===== src/cae_pkg.sv =====
// Shared types, codes and helper functions for the clock and alarm setting editor.
`default_nettype none

package cae_pkg;

   typedef enum logic [2:0] {
      FUNC_MODE  = 3'd0,
      FUNC_INCR  = 3'd1,
      FUNC_DECR  = 3'd2,
      FUNC_SAVE  = 3'd3,
      FUNC_EXIT  = 3'd4,
      FUNC_ALARM = 3'd5,
      FUNC_PAGE  = 3'd6,
      FUNC_LOAD  = 3'd7
   } func_type;

   // cursor codes in time edit
   localparam logic [2:0] CUR_NONE   = 3'd0;
   localparam logic [2:0] CUR_YEAR   = 3'd1;
   localparam logic [2:0] CUR_MONTH  = 3'd2;
   localparam logic [2:0] CUR_DATE   = 3'd3;
   localparam logic [2:0] CUR_HOUR   = 3'd4;
   localparam logic [2:0] CUR_MINUTE = 3'd5;
   localparam logic [2:0] CUR_SECOND = 3'd6;
   // cursor codes in alarm edit
   localparam logic [2:0] CUR_ALARM_HOUR   = 3'd1;
   localparam logic [2:0] CUR_ALARM_MINUTE = 3'd2;

   localparam logic [1:0] PAGE_TIME  = 2'd0;
   localparam logic [1:0] PAGE_DATE  = 2'd1;
   localparam logic [1:0] PAGE_ALARM = 2'd3;

   localparam logic [6:0] YEAR_MAX   = 7'd99;
   localparam logic [6:0] MONTH_MAX  = 7'd12;
   localparam logic [6:0] HOUR_MAX   = 7'd23;
   localparam logic [6:0] MINUTE_MAX = 7'd59;

   typedef struct packed {
      logic [4:0] hour;
      logic [5:0] minute;
      logic [5:0] second;
      logic [4:0] date;
      logic [3:0] month;
      logic [6:0] year;
      logic [4:0] alarm_hour;
      logic [5:0] alarm_minute;
   } fields_type;

   typedef struct packed {
      logic       time_edit;
      logic       alarm_edit;
      logic [2:0] cursor;
      logic       up;
   } adjust_ctl_type;

   function automatic logic [6:0] wrap_up(input logic [6:0] v, input logic [6:0] lo,
                                          input logic [6:0] hi);
      logic [7:0] sum;
      sum = {1'b0, v} + 8'd1;
      return (sum > {1'b0, hi}) ? lo : sum[6:0];
   endfunction

   function automatic logic [6:0] wrap_down(input logic [6:0] v, input logic [6:0] lo,
                                            input logic [6:0] hi);
      return (v <= lo) ? hi : v - 7'd1;
   endfunction

   // month outside 1..12 takes the February length
   function automatic logic [6:0] month_length(input logic [3:0] m, input logic [6:0] y);
      logic [6:0] len;
      case (m)
         4'd4, 4'd6, 4'd9, 4'd11:                  len = 7'd30;
         4'd1, 4'd3, 4'd5, 4'd7, 4'd8, 4'd10, 4'd12: len = 7'd31;
         default:                                  len = (y[1:0] == 2'b00) ? 7'd29 : 7'd28;
      endcase
      return len;
   endfunction

endpackage

`default_nettype wire


===== src/clock_alarm_setting_editor.sv =====
// Top level: event decode, editor state and result register.
//
//   channel  direction  handshake              payload
//   req      in         req_valid / req_ready  req_func, req_load_*
//   rsp      out        rsp_valid / rsp_ready  rsp_cur_*, rsp_wake_*, rsp_cursor,
//                                              rsp_edit_modes, rsp_page, rsp_flags
//
// One event per cycle: the state registers update at the transfer and the
// result is visible on rsp_* the next cycle.
// req_ready is high whenever the result slot is empty or being taken, so a
// stalled rsp side holds the request side only while a result is pending.
// Synchronous reset loads the power-up time 23:59:50, day 6, month 12, year 21.
`default_nettype none

module clock_alarm_setting_editor
   import cae_pkg::*;
(
   input  wire        clock,
   input  wire        reset,

   input  wire        req_valid,
   output logic       req_ready,
   input  wire  [2:0] req_func,
   input  wire  [5:0] req_load_second,
   input  wire  [5:0] req_load_minute,
   input  wire  [4:0] req_load_hour,
   input  wire  [4:0] req_load_date,
   input  wire  [3:0] req_load_month,
   input  wire  [6:0] req_load_year,

   output logic       rsp_valid,
   input  wire        rsp_ready,
   output logic [4:0] rsp_cur_hour,
   output logic [5:0] rsp_cur_minute,
   output logic [5:0] rsp_cur_second,
   output logic [4:0] rsp_cur_date,
   output logic [3:0] rsp_cur_month,
   output logic [6:0] rsp_cur_year,
   output logic [4:0] rsp_wake_hour,
   output logic [5:0] rsp_wake_minute,
   output logic [2:0] rsp_cursor,
   output logic [1:0] rsp_edit_modes,
   output logic [1:0] rsp_page,
   output logic [2:0] rsp_flags
);

   fields_type     fields_ff, fields_in, adjusted;
   adjust_ctl_type adj_ctl;
   logic           time_edit_ff, time_edit_in;
   logic           alarm_edit_ff, alarm_edit_in;
   logic [2:0]     cursor_ff, cursor_in;
   logic [1:0]     page_ff, page_in;
   logic           armed_ff, armed_in;
   logic           commit_ff, commit_in;
   logic           match_ff, match_in;
   logic           rsp_valid_ff, rsp_valid_in;
   logic           accept;
   logic [3:0]     cursor_step;
   func_type       func;

   assign func        = func_type'(req_func);
   assign req_ready   = !rsp_valid_ff || rsp_ready;
   assign accept      = req_valid && req_ready;
   assign cursor_step = {1'b0, cursor_ff} + 4'd1;

   // time_edit, alarm_edit, cursor, up
   assign adj_ctl = {time_edit_ff, alarm_edit_ff, cursor_ff, (func == FUNC_INCR)};

   cae_adjust u_adjust (
      .cur (fields_ff),
      .ctl (adj_ctl),
      .nxt (adjusted)
   );

   always_comb begin
      fields_in     = fields_ff;
      time_edit_in  = time_edit_ff;
      alarm_edit_in = alarm_edit_ff;
      cursor_in     = cursor_ff;
      page_in       = page_ff;
      armed_in      = armed_ff;
      commit_in     = 1'b0;
      case (func)
         FUNC_MODE: begin
            time_edit_in = 1'b1;
            cursor_in    = (cursor_step > 4'd6) ? CUR_YEAR : cursor_step[2:0];
            page_in      = (cursor_in <= CUR_DATE) ? PAGE_DATE : PAGE_TIME;
         end
         FUNC_INCR, FUNC_DECR: fields_in = adjusted;
         FUNC_SAVE: begin
            if (time_edit_ff) begin
               cursor_in    = CUR_NONE;
               time_edit_in = 1'b0;
               commit_in    = 1'b1;
            end else if (alarm_edit_ff) begin
               cursor_in     = CUR_NONE;
               alarm_edit_in = 1'b0;
               armed_in      = 1'b1;
            end
         end
         FUNC_EXIT: begin
            if (time_edit_ff) begin
               cursor_in    = CUR_NONE;
               time_edit_in = 1'b0;
            end else if (alarm_edit_ff) begin
               cursor_in     = CUR_NONE;
               alarm_edit_in = 1'b0;
               armed_in      = 1'b0;
            end
         end
         FUNC_ALARM: begin
            alarm_edit_in = 1'b1;
            page_in       = PAGE_ALARM;
            cursor_in     = (cursor_step > 4'd2) ? CUR_ALARM_HOUR : cursor_step[2:0];
         end
         FUNC_PAGE: page_in = page_ff + 2'd1;
         FUNC_LOAD: begin
            // drop the load while any edit is open
            if (!time_edit_ff && !alarm_edit_ff) begin
               fields_in.second = req_load_second;
               fields_in.minute = req_load_minute;
               fields_in.hour   = req_load_hour;
               fields_in.date   = req_load_date;
               fields_in.month  = req_load_month;
               fields_in.year   = req_load_year;
            end
         end
         default: fields_in = fields_ff;
      endcase
      match_in = armed_in && (fields_in.hour == fields_in.alarm_hour)
                 && (fields_in.minute == fields_in.alarm_minute);
      rsp_valid_in = accept ? 1'b1 : (rsp_valid_ff && !rsp_ready);
   end

   always_ff @(posedge clock) begin
      if (reset) begin
         fields_ff.hour         <= 5'd23;
         fields_ff.minute       <= 6'd59;
         fields_ff.second       <= 6'd50;
         fields_ff.date         <= 5'd6;
         fields_ff.month        <= 4'd12;
         fields_ff.year         <= 7'd21;
         fields_ff.alarm_hour   <= 5'd0;
         fields_ff.alarm_minute <= 6'd0;
         time_edit_ff           <= 1'b0;
         alarm_edit_ff          <= 1'b0;
         cursor_ff              <= CUR_NONE;
         page_ff                <= PAGE_TIME;
         armed_ff               <= 1'b0;
         commit_ff              <= 1'b0;
         match_ff               <= 1'b0;
         rsp_valid_ff           <= 1'b0;
      end else begin
         rsp_valid_ff <= rsp_valid_in;
         if (accept) begin
            fields_ff     <= fields_in;
            time_edit_ff  <= time_edit_in;
            alarm_edit_ff <= alarm_edit_in;
            cursor_ff     <= cursor_in;
            page_ff       <= page_in;
            armed_ff      <= armed_in;
            commit_ff     <= commit_in;
            match_ff      <= match_in;
         end
      end
   end

   assign rsp_valid       = rsp_valid_ff;
   assign rsp_cur_hour    = fields_ff.hour;
   assign rsp_cur_minute  = fields_ff.minute;
   assign rsp_cur_second  = fields_ff.second;
   assign rsp_cur_date    = fields_ff.date;
   assign rsp_cur_month   = fields_ff.month;
   assign rsp_cur_year    = fields_ff.year;
   assign rsp_wake_hour   = fields_ff.alarm_hour;
   assign rsp_wake_minute = fields_ff.alarm_minute;
   assign rsp_cursor      = cursor_ff;
   assign rsp_edit_modes  = {alarm_edit_ff, time_edit_ff};
   assign rsp_page        = page_ff;
   assign rsp_flags       = {match_ff, armed_ff, commit_ff};

   a_cursor_range: assert property (@(posedge clock) disable iff (reset)
      cursor_ff <= CUR_SECOND)
      else $error("cursor beyond last field");

   a_alarm_cursor: assert property (@(posedge clock) disable iff (reset)
      alarm_edit_ff && !time_edit_ff |-> cursor_ff <= CUR_ALARM_MINUTE)
      else $error("alarm edit cursor beyond alarm minute");

   a_commit_on_save: assert property (@(posedge clock) disable iff (reset)
      accept && func == FUNC_SAVE && time_edit_ff |=> commit_ff && !time_edit_ff
      && cursor_ff == CUR_NONE)
      else $error("save in time edit did not commit");

   a_match_needs_arm: assert property (@(posedge clock) disable iff (reset)
      match_ff |-> armed_ff && fields_ff.hour == fields_ff.alarm_hour)
      else $error("alarm match without arm or hour equality");

   a_commit_one_shot: assert property (@(posedge clock) disable iff (reset)
      accept && func != FUNC_SAVE |=> !commit_ff)
      else $error("commit flag outside save");

endmodule

`default_nettype wire


===== src/cae_adjust.sv =====
// Increment or decrement of the field under the cursor, with per-field wrap.
`default_nettype none

module cae_adjust
   import cae_pkg::*;
(
   input  wire fields_type     cur,
   input  wire adjust_ctl_type ctl,
   output fields_type          nxt
);

   logic [6:0] date_len;
   logic [6:0] year_n;
   logic [6:0] month_n;
   logic [6:0] date_n;
   logic [6:0] hour_n;
   logic [6:0] minute_n;
   logic [6:0] second_n;
   logic [6:0] ahour_n;
   logic [6:0] aminute_n;

   assign date_len = month_length(cur.month, cur.year);

   always_comb begin
      year_n    = ctl.up ? wrap_up(cur.year, 7'd0, YEAR_MAX)
                         : wrap_down(cur.year, 7'd0, YEAR_MAX);
      month_n   = ctl.up ? wrap_up({3'd0, cur.month}, 7'd1, MONTH_MAX)
                         : wrap_down({3'd0, cur.month}, 7'd1, MONTH_MAX);
      date_n    = ctl.up ? wrap_up({2'd0, cur.date}, 7'd1, date_len)
                         : wrap_down({2'd0, cur.date}, 7'd1, date_len);
      hour_n    = ctl.up ? wrap_up({2'd0, cur.hour}, 7'd0, HOUR_MAX)
                         : wrap_down({2'd0, cur.hour}, 7'd0, HOUR_MAX);
      minute_n  = ctl.up ? wrap_up({1'b0, cur.minute}, 7'd0, MINUTE_MAX)
                         : wrap_down({1'b0, cur.minute}, 7'd0, MINUTE_MAX);
      second_n  = ctl.up ? wrap_up({1'b0, cur.second}, 7'd0, MINUTE_MAX)
                         : wrap_down({1'b0, cur.second}, 7'd0, MINUTE_MAX);
      ahour_n   = ctl.up ? wrap_up({2'd0, cur.alarm_hour}, 7'd0, HOUR_MAX)
                         : wrap_down({2'd0, cur.alarm_hour}, 7'd0, HOUR_MAX);
      aminute_n = ctl.up ? wrap_up({1'b0, cur.alarm_minute}, 7'd0, MINUTE_MAX)
                         : wrap_down({1'b0, cur.alarm_minute}, 7'd0, MINUTE_MAX);

      nxt = cur;
      // time edit wins when both edits are on
      if (ctl.time_edit) begin
         case (ctl.cursor)
            CUR_YEAR:   nxt.year   = year_n;
            CUR_MONTH:  nxt.month  = month_n[3:0];
            CUR_DATE:   nxt.date   = date_n[4:0];
            CUR_HOUR:   nxt.hour   = hour_n[4:0];
            CUR_MINUTE: nxt.minute = minute_n[5:0];
            CUR_SECOND: nxt.second = second_n[5:0];
            default:    nxt = cur;
         endcase
      end else if (ctl.alarm_edit) begin
         case (ctl.cursor)
            CUR_ALARM_HOUR:   nxt.alarm_hour   = ahour_n[4:0];
            CUR_ALARM_MINUTE: nxt.alarm_minute = aminute_n[5:0];
            default:          nxt = cur;
         endcase
      end
   end

endmodule

`default_nettype wire

===== config.mk =====
export PLATFORM = sky130hd
export DESIGN_NAME = clock_alarm_setting_editor
export DESIGN_NICKNAME = d
export VERILOG_FILES = /design/src/cae_pkg.sv /design/src/clock_alarm_setting_editor.sv /design/src/cae_adjust.sv
export SDC_FILE = /design/constraint.sdc
export NUM_CORES = 1
export LEC_CHECK = 0
export BUFFER_PORTS_ARGS = -buffer_cell sky130_fd_sc_hd__buf_2
export CAP_MARGIN = 0
export CORE_UTILIZATION = 55
export CTS_CLUSTER_DIAMETER = 50
export DETAILED_ROUTE_END_ITERATION = 6
export GPL_TIMING_DRIVEN = 0
export HOLD_SLACK_MARGIN = 0.02
export PLACE_DENSITY_LB_ADDON = 0.25
export SYNTH_ARGS = -nofsm -noshare
export SYNTH_HDL_FRONTEND = slang
export SYNTH_SLANG_ARGS = --single-unit

===== constraint.sdc =====
create_clock -name clock -period 4.85 [get_ports clock]
set_input_delay 0.2425 -clock clock [delete_from_list [all_inputs] [get_ports clock]]
set_output_delay 0.2425 -clock clock [all_outputs]
set_load 0.01 [all_outputs]

# == Word level (Yosys, flattened, before mapping) ==
# Cells that the tools add are included.
# classes
add_sub_neg,18
n_lt_le_gt_ge,19
reduce_logical,29
eq_ne,34
n_mux,57
# ops
cell,n
$mux 6,12
$pmux 33 s2,1
$mux 5,12
$mux 44,1
$mux 33,1
$mux 7,4
$mux 11,2
$add 6x1->7 const B,3
$eq 3x3->1 const B,7
$gt 7x6->1 const B,3
$eq 4x4->1 const B,5
$reduce_and 5->1,4
$add 5x1->6 const B,3
$le 6x1->1 const B,3
$sub 6x1->6 const B,3
$eq 4x3->1 const B,4
$mux 4,4
$le 5x1->1 const B,3
$sub 5x1->5 const B,3
$eq 3x2->1 const B,4
$gt 6x5->1 const B,2
$mux 3,4
$mux 1,10
$pmux 3 s3,1
37 further kinds,58
# totals
wordCells,173
ff_bits,55
in_bits,40
out_inout_bits,56

# == Logic depth before layout (Yosys ltp) ==
# depth
depth_word,12
depth_mapped,14
ltp_nobuf,14

# == By module ==
# Synthesis repeated with hierarchy kept, for this count alone.
# unflattened
cells_unflattened,901
hier_area_um2,6208.5
# modules_own_cells
mod,cells_each,seq_area_each_um2,n_inst,area_each_um2
cae_adjust,549,0.0,1,3304.4
clock_alarm_setting_editor,352,1101.1,1,2904.0

# == Worst setup path before layout ==
# OpenSTA, ideal clock, no wires.
# synth_timing
path_type,flip-flop to flip-flop
startpoint,reg fields_ff (netlist bit rsp_cur_month[0])
endpoint,reg fields_ff (netlist bit rsp_cur_date[1])
setup_ps,132
n_path_buf,0
setup_slack_ps,2219
t_arrival_ps,2499
t_required_ps,4718
synth_period_minus_slack_ps,2631
stages_incl_launch_ff,15
path_cell_list,dfxtp_1 > inv_1 > ha_1 > mux2_2 > a211oi_1 > a21oi_1 > ha_1 > inv_1 > a21o_1 > o211ai_1 > a32oi_1 > nor2_1 > a22o_1 > a21oi_1 > o21ai_1
# synth_via
elab_chain_len,9
elab_cells_between_ends,21
cone_classes,1 x order compare; 11 x eq/ne; 7 x mux; 2 x reduce/logical
# synth_rtl
item,line_no,text
from (decl),clock_alarm_setting_editor.sv:47,"fields_type fields_ff, fields_in, adjusted;"
from (signal assigned),clock_alarm_setting_editor.sv:156,fields_ff <= fields_in;
$eq 4x1->1 (tied with other cells),cae_pkg.sv:71,case (m)
$reduce_or 7->1 or $reduce_or 4->1 (tied branches),cae_pkg.sv:71,
$pmux 2 s2 *,cae_pkg.sv:71,
$gt 6x5->1,cae_pkg.sv:60,"return (sum > {1'b0, hi}) ? lo : sum[6:0];"
$mux 5,cae_pkg.sv:60,
$mux 5 *,cae_adjust.sv:29,"date_n = ctl.up ? wrap_up({2'd0, cur.date}, 7'd1, date_len)"
$mux 5 *,cae_adjust.sv:45,case (ctl.cursor)
$mux 44 *,cae_adjust.sv:44,if (ctl.time_edit) begin
$pmux 33 s2 *,clock_alarm_setting_editor.sv:83,case (func)
# Mark *: on every way between the ends. The rest lies on a longest branch, timed or not. The select of a mux whose other input is x is not followed.
# A chain may end at the register's enable or synchronous reset.

# == Final worst setup path ==
# layout_timing
startpoint,reg fields_ff (netlist bit rsp_cur_minute[0])
endpoint,reg match_ff
# layout_via
elab_chain_len,9
elab_cells_between_ends,13
cone_classes,2 x add/sub; 2 x order compare; 1 x eq/ne; 7 x mux; 1 x reduce/logical
# layout_rtl
item,line_no,text
$add 6x1->7,cae_pkg.sv:59,"sum = {1'b0, v} + 8'd1;"
$gt 7x6->1,cae_pkg.sv:60,
$mux 6,cae_pkg.sv:60,
$mux 6,cae_adjust.sv:33,"minute_n = ctl.up ? wrap_up({1'b0, cur.minute}, 7'd0, MINUTE_MAX)"
$mux 6,cae_adjust.sv:45,
$mux 44,cae_adjust.sv:44,
$pmux 33 s2 *,clock_alarm_setting_editor.sv:83,
$eq 6x6->1 *,clock_alarm_setting_editor.sv:131,&& (fields_in.minute == fields_in.alarm_minute);
$logic_and 1x1->1 *,clock_alarm_setting_editor.sv:131,
to (signal assigned),clock_alarm_setting_editor.sv:163,match_ff <= match_in;
to (decl),clock_alarm_setting_editor.sv:55,"logic match_ff, match_in;"
# Marks and branches as above.

==> results.md <==
- Detailed-route vias per instance: 6.419
- Remaining max-slew budget at the tightest pin: 0.3866
- Type of the setup path with the least slack: reg2reg
- Main area contributors after synthesis: sky130_fd_sc_hd__dfxtp_1 19%, sky130_fd_sc_hd__ha_1 7.0%, sky130_fd_sc_hd__a21oi_1 5.4%, sky130_fd_sc_hd__nor2_1 5.1%, sky130_fd_sc_hd__nand2_1 5.0%
- Highest achievable clock rate: ~0.3 GHz
- Largest stage delay, worst path: 0.60 ns
- Nets in the synthesized netlist: 891
- Number of cells on the worst reg-to-reg path: 11
- Sequential fraction of the synthesis area: 0.1916
- CTS Buf Count: 5
- Largest net degree at the start of global routing: 17
- Sum of routed wire length over all layers: around 19 mm
- # H-tree levels: 2
- Final hold violation count: 0
- RD Place Congestion: approximately 0.95
- Synth area leader: sky130_fd_sc_hd__dfxtp_1
- Die footprint: ~11,000 um2
- Number of flops mapped to enable cells by yosys: 0
- Status: complete, no violations
- Fraction of layout instances using a drive strength above 1: 0.1453
- Distinct cells, synth: 85
- Clock tree root buffer cell: sky130_fd_sc_hd__clkbuf_8
- Post-synthesis register bit count: 55
- Static Leak: approximately 2.6 nW
- Nature of the critical path startpoint: flop
- Mapped Area: 5747 um2
- Main combinational cell family by area after synthesis: compound AO/OA/AOI/OAI gates
- Wire length of the first global-routing pass: between 20 and 30 mm
- Hold-fix buffer count after cts: 0
- Endpoint of the worst register-to-register path: match_ff$_SDFFE_PP0P_
- Xor and xnor fraction of the mapped netlist area: 0.04267
- Quantity of gates resized following cts: 0
- HPWL after DPL: roughly 13 mm
- Number of detailed-route iterations in the first pass: 7
- Post-CTS Setup Bufs: 0
- Simple logic cell fraction of the synthesized area: 0.2787
- Worst path arrival time: between 3 and 4 ns
- Worst-Skew Late Latency: between 0.3 and 0.4 ns
- Number of clock sinks: between 50 and 60
- Areal power density over the cells: 179.1 nW/um2
- Synth async-reset ratio: 0
- Count of vias placed by the detailed router: between 6,000 and 7,000
- Worst reg2reg startpoint: rsp_cur_minute[0]$_SDFFE_PP1P_
- # Max-Cap Violations: 0
- Instance count on the critical path: 11
- Pins Over Slew Limit: 0
- Mux cell area share after synthesis: 0.01611
- Mean instance size in the synthesized netlist: between 7 and 8 um2
- Initial core utilization: 0.5773
- Port bufs: 95
- Worst Skew: just over 0.008 ns
- Antenna fix cells: 0
- Residual antenna-violating net count after detailed routing: 0
- Clock-pin slew on the worst setup and hold paths: between 0.1 and 0.15 ns
- Most frequent cell after synthesis: sky130_fd_sc_hd__nor2_1
- Share of the synthesized area in compound gates (AO/OA/AOI/OAI): 0.3261
- Count of yosys warnings during synthesis: 0
- Area share of the largest cell type after synthesis: 0.1916
- Number of antenna violations at the first check in global routing: 0
- Post-synth top cells: 78 x sky130_fd_sc_hd__nor2_1, 76 x sky130_fd_sc_hd__nand2_1, 62 x sky130_fd_sc_hd__a21oi_1
- Setup tns final: 0 ns
- First-iteration detailed-routing DRC count: ~770
- Vias in the first global route: ~5,800
- Path category of the worst min-delay check: in2reg
- Placeable core area: between 9000 and 10,000 um2
- Critical path's slowest cell: sky130_fd_sc_hd__a222oi_1
- Final standard cell count with taps included and fillers excluded: 1,055
- Critical path capture point type: flop
- Routed wirelength normalized by instance count: 17.56 um
- Category of cells accounting for the largest share of critical-path delay: compound AO/OA/AOI/OAI gates
- Die outline height: around 100 um
- Total global routing track utilization: 0.3287
- Signed area change from the synthesized netlist to the final layout: 12.98%
- Actual slew at the worst max-slew pin: around 0.9 ns
- X dimension of the die: 104.2 um
- Maximum ir drop on the vdd rail: ~0.13 mV
- Crit path to: match_ff$_SDFFE_PP0P_
- Drt drc: 0
- Startpoint of the most critical hold path: req_valid
- Clock tree from TritonCTS: built
- Fraction of the mapped netlist area in adder cells: 0.06967
- Congestion Overflow GR: 0
- Placed cell count: between 1,000 and 1,500
- CP Data Required Time: just over 5 ns
- Register-to-Register Setup Slack: around 1.5 ns
- Setup-violating endpoint count in the final report: 0
- Cell count after synthesis: just over 800
- Startpoint of the worst setup timing path: rsp_cur_minute[0]$_SDFFE_PP1P_
- Buffers from clock root to sink, at most: 2
- Time the final worst path needs with I/O delays and setup: roughly 3.3 ns
- Standard-cell row count: 36
- Chain of cells forming the critical path: clkbuf_1, inv_1, ha_1, o21ba_1, o311ai_1, a31oi_1, nand2_1, a222oi_1, a21oi_1, nand4b_1, o31ai_2
- Ys flop type: sky130_fd_sc_hd__dfxtp_1
- Crit share post-route: 0.6840
- Worst path bufs/invs: 2
- IO Count: between 90 and 100
- Unrepaired setup endpoints after global routing: no
- Net count reported at finish: approximately 990
- Largest fanout of any net on the critical path: 10
## sequential cells by signal, summed over array words and instances, names as in the netlist
| register | flops |
|---|---|
| rsp_wake_minute | 6 |
| rsp_cur_second | 6 |
| rsp_cur_hour | 5 |
| alarm_edit_ff | 1 |
| match_ff | 1 |
| rsp_cursor | 3 |
| rsp_cur_date | 5 |
| rsp_cur_month | 4 |
| rsp_page | 2 |
| rsp_wake_hour | 5 |
| rsp_cur_year | 7 |
| rsp_valid | 1 |
| armed_ff | 1 |
| time_edit_ff | 1 |
| rsp_cur_minute | 6 |
| commit_ff | 1 |
## cell families after synthesis
group / Yosys count
xor+xnor: 28
buf+inv: 106
flops: 55
simple gates: 313
mux: 9
compound gates: 276
fa+ha+maj: 32
## area by class of cell
type,instances,area [um2]
multi-input combinational,658,4214
fill,940,3462
sequential,55,1101
timing repair buffer,95,475.5
buffer,71,300.3
tap,133,166.4
inverter,35,131.4
clock buffer,7,96.34
clock inverter,1,7.507
## metal layers
layer / share of wire / GRT usage
met3: 0.11 / 0.03133
met4: 0.016 / 0.08878
met1: 0.44 / 0.4892
met2: 0.43 / 0.5010
met5: 0 / 0
## tightest hold or removal path, cell delays in order
cell	delay [ns]
sky130_fd_sc_hd__buf_2	0.11
sky130_fd_sc_hd__inv_1	0.05
sky130_fd_sc_hd__a21oi_1	0.05
## power by group
| part | leakage (nW) | total [mW] | internal, mW | switching (mW) |
|---|---|---|---|---|
| clock | 0.0505 | 0.305 | 0.131 | 0.174 |
| combinational | 2.06 | 0.361 | 0.138 | 0.223 |
| sequential | 0.449 | 0.497 | 0.470 | 0.0268 |
## worst min-delay path by stage
stage	endpoint	slack, ns	depth (start not counted)
detailed placement	commit_ff$_SDFFE_PP0P_	0.45	2
finish	rsp_valid$_SDFF_PP0_	0.17	3
CTS	rsp_valid$_SDFF_PP0_	0.17	3
global placement	commit_ff$_SDFFE_PP0P_	0.44	2
global route	rsp_valid$_SDFF_PP0_	0.19	3
floorplan	rsp_valid$_SDFF_PP0_	0.37	2
## metrics by stage
step / hold slack (ns) / setup WS (ns) / total power [mW] / utilization / instance area, um2
after floorplan: 0.3720 / 2.219 / 0.7465 / - / 5747
after global placement: 0.4435 / 1.778 / 0.8515 / 0.6418 / 6389
after detailed placement: 0.4508 / 1.743 / 0.8545 / 0.6418 / 6389
after CTS: 0.1708 / 1.680 / 1.149 / 0.6522 / 6492
after global routing: 0.1912 / 1.378 / 1.210 / 0.6522 / 6492
final: 0.1697 / 1.533 / 1.163 / 0.6522 / 6492
## layout by cell type (no fill, tap or decap), drive strengths merged, types with 9 or more instances in the layout
cell	instances
buf	117
nor2	78
nand2	76
a21oi	62
clkbuf	56
dfxtp	55
o21ai	54
nand3	36
inv	35
ha	32
a211oi	23
nor3	23
a31oi	20
o211ai	19
xnor2	18
and3	13
nand2b	10
nand3b	10
xor2	10
and2	10
or3	9
a311oi	9
No activity file was read; power rests on OpenSTA's default activity.
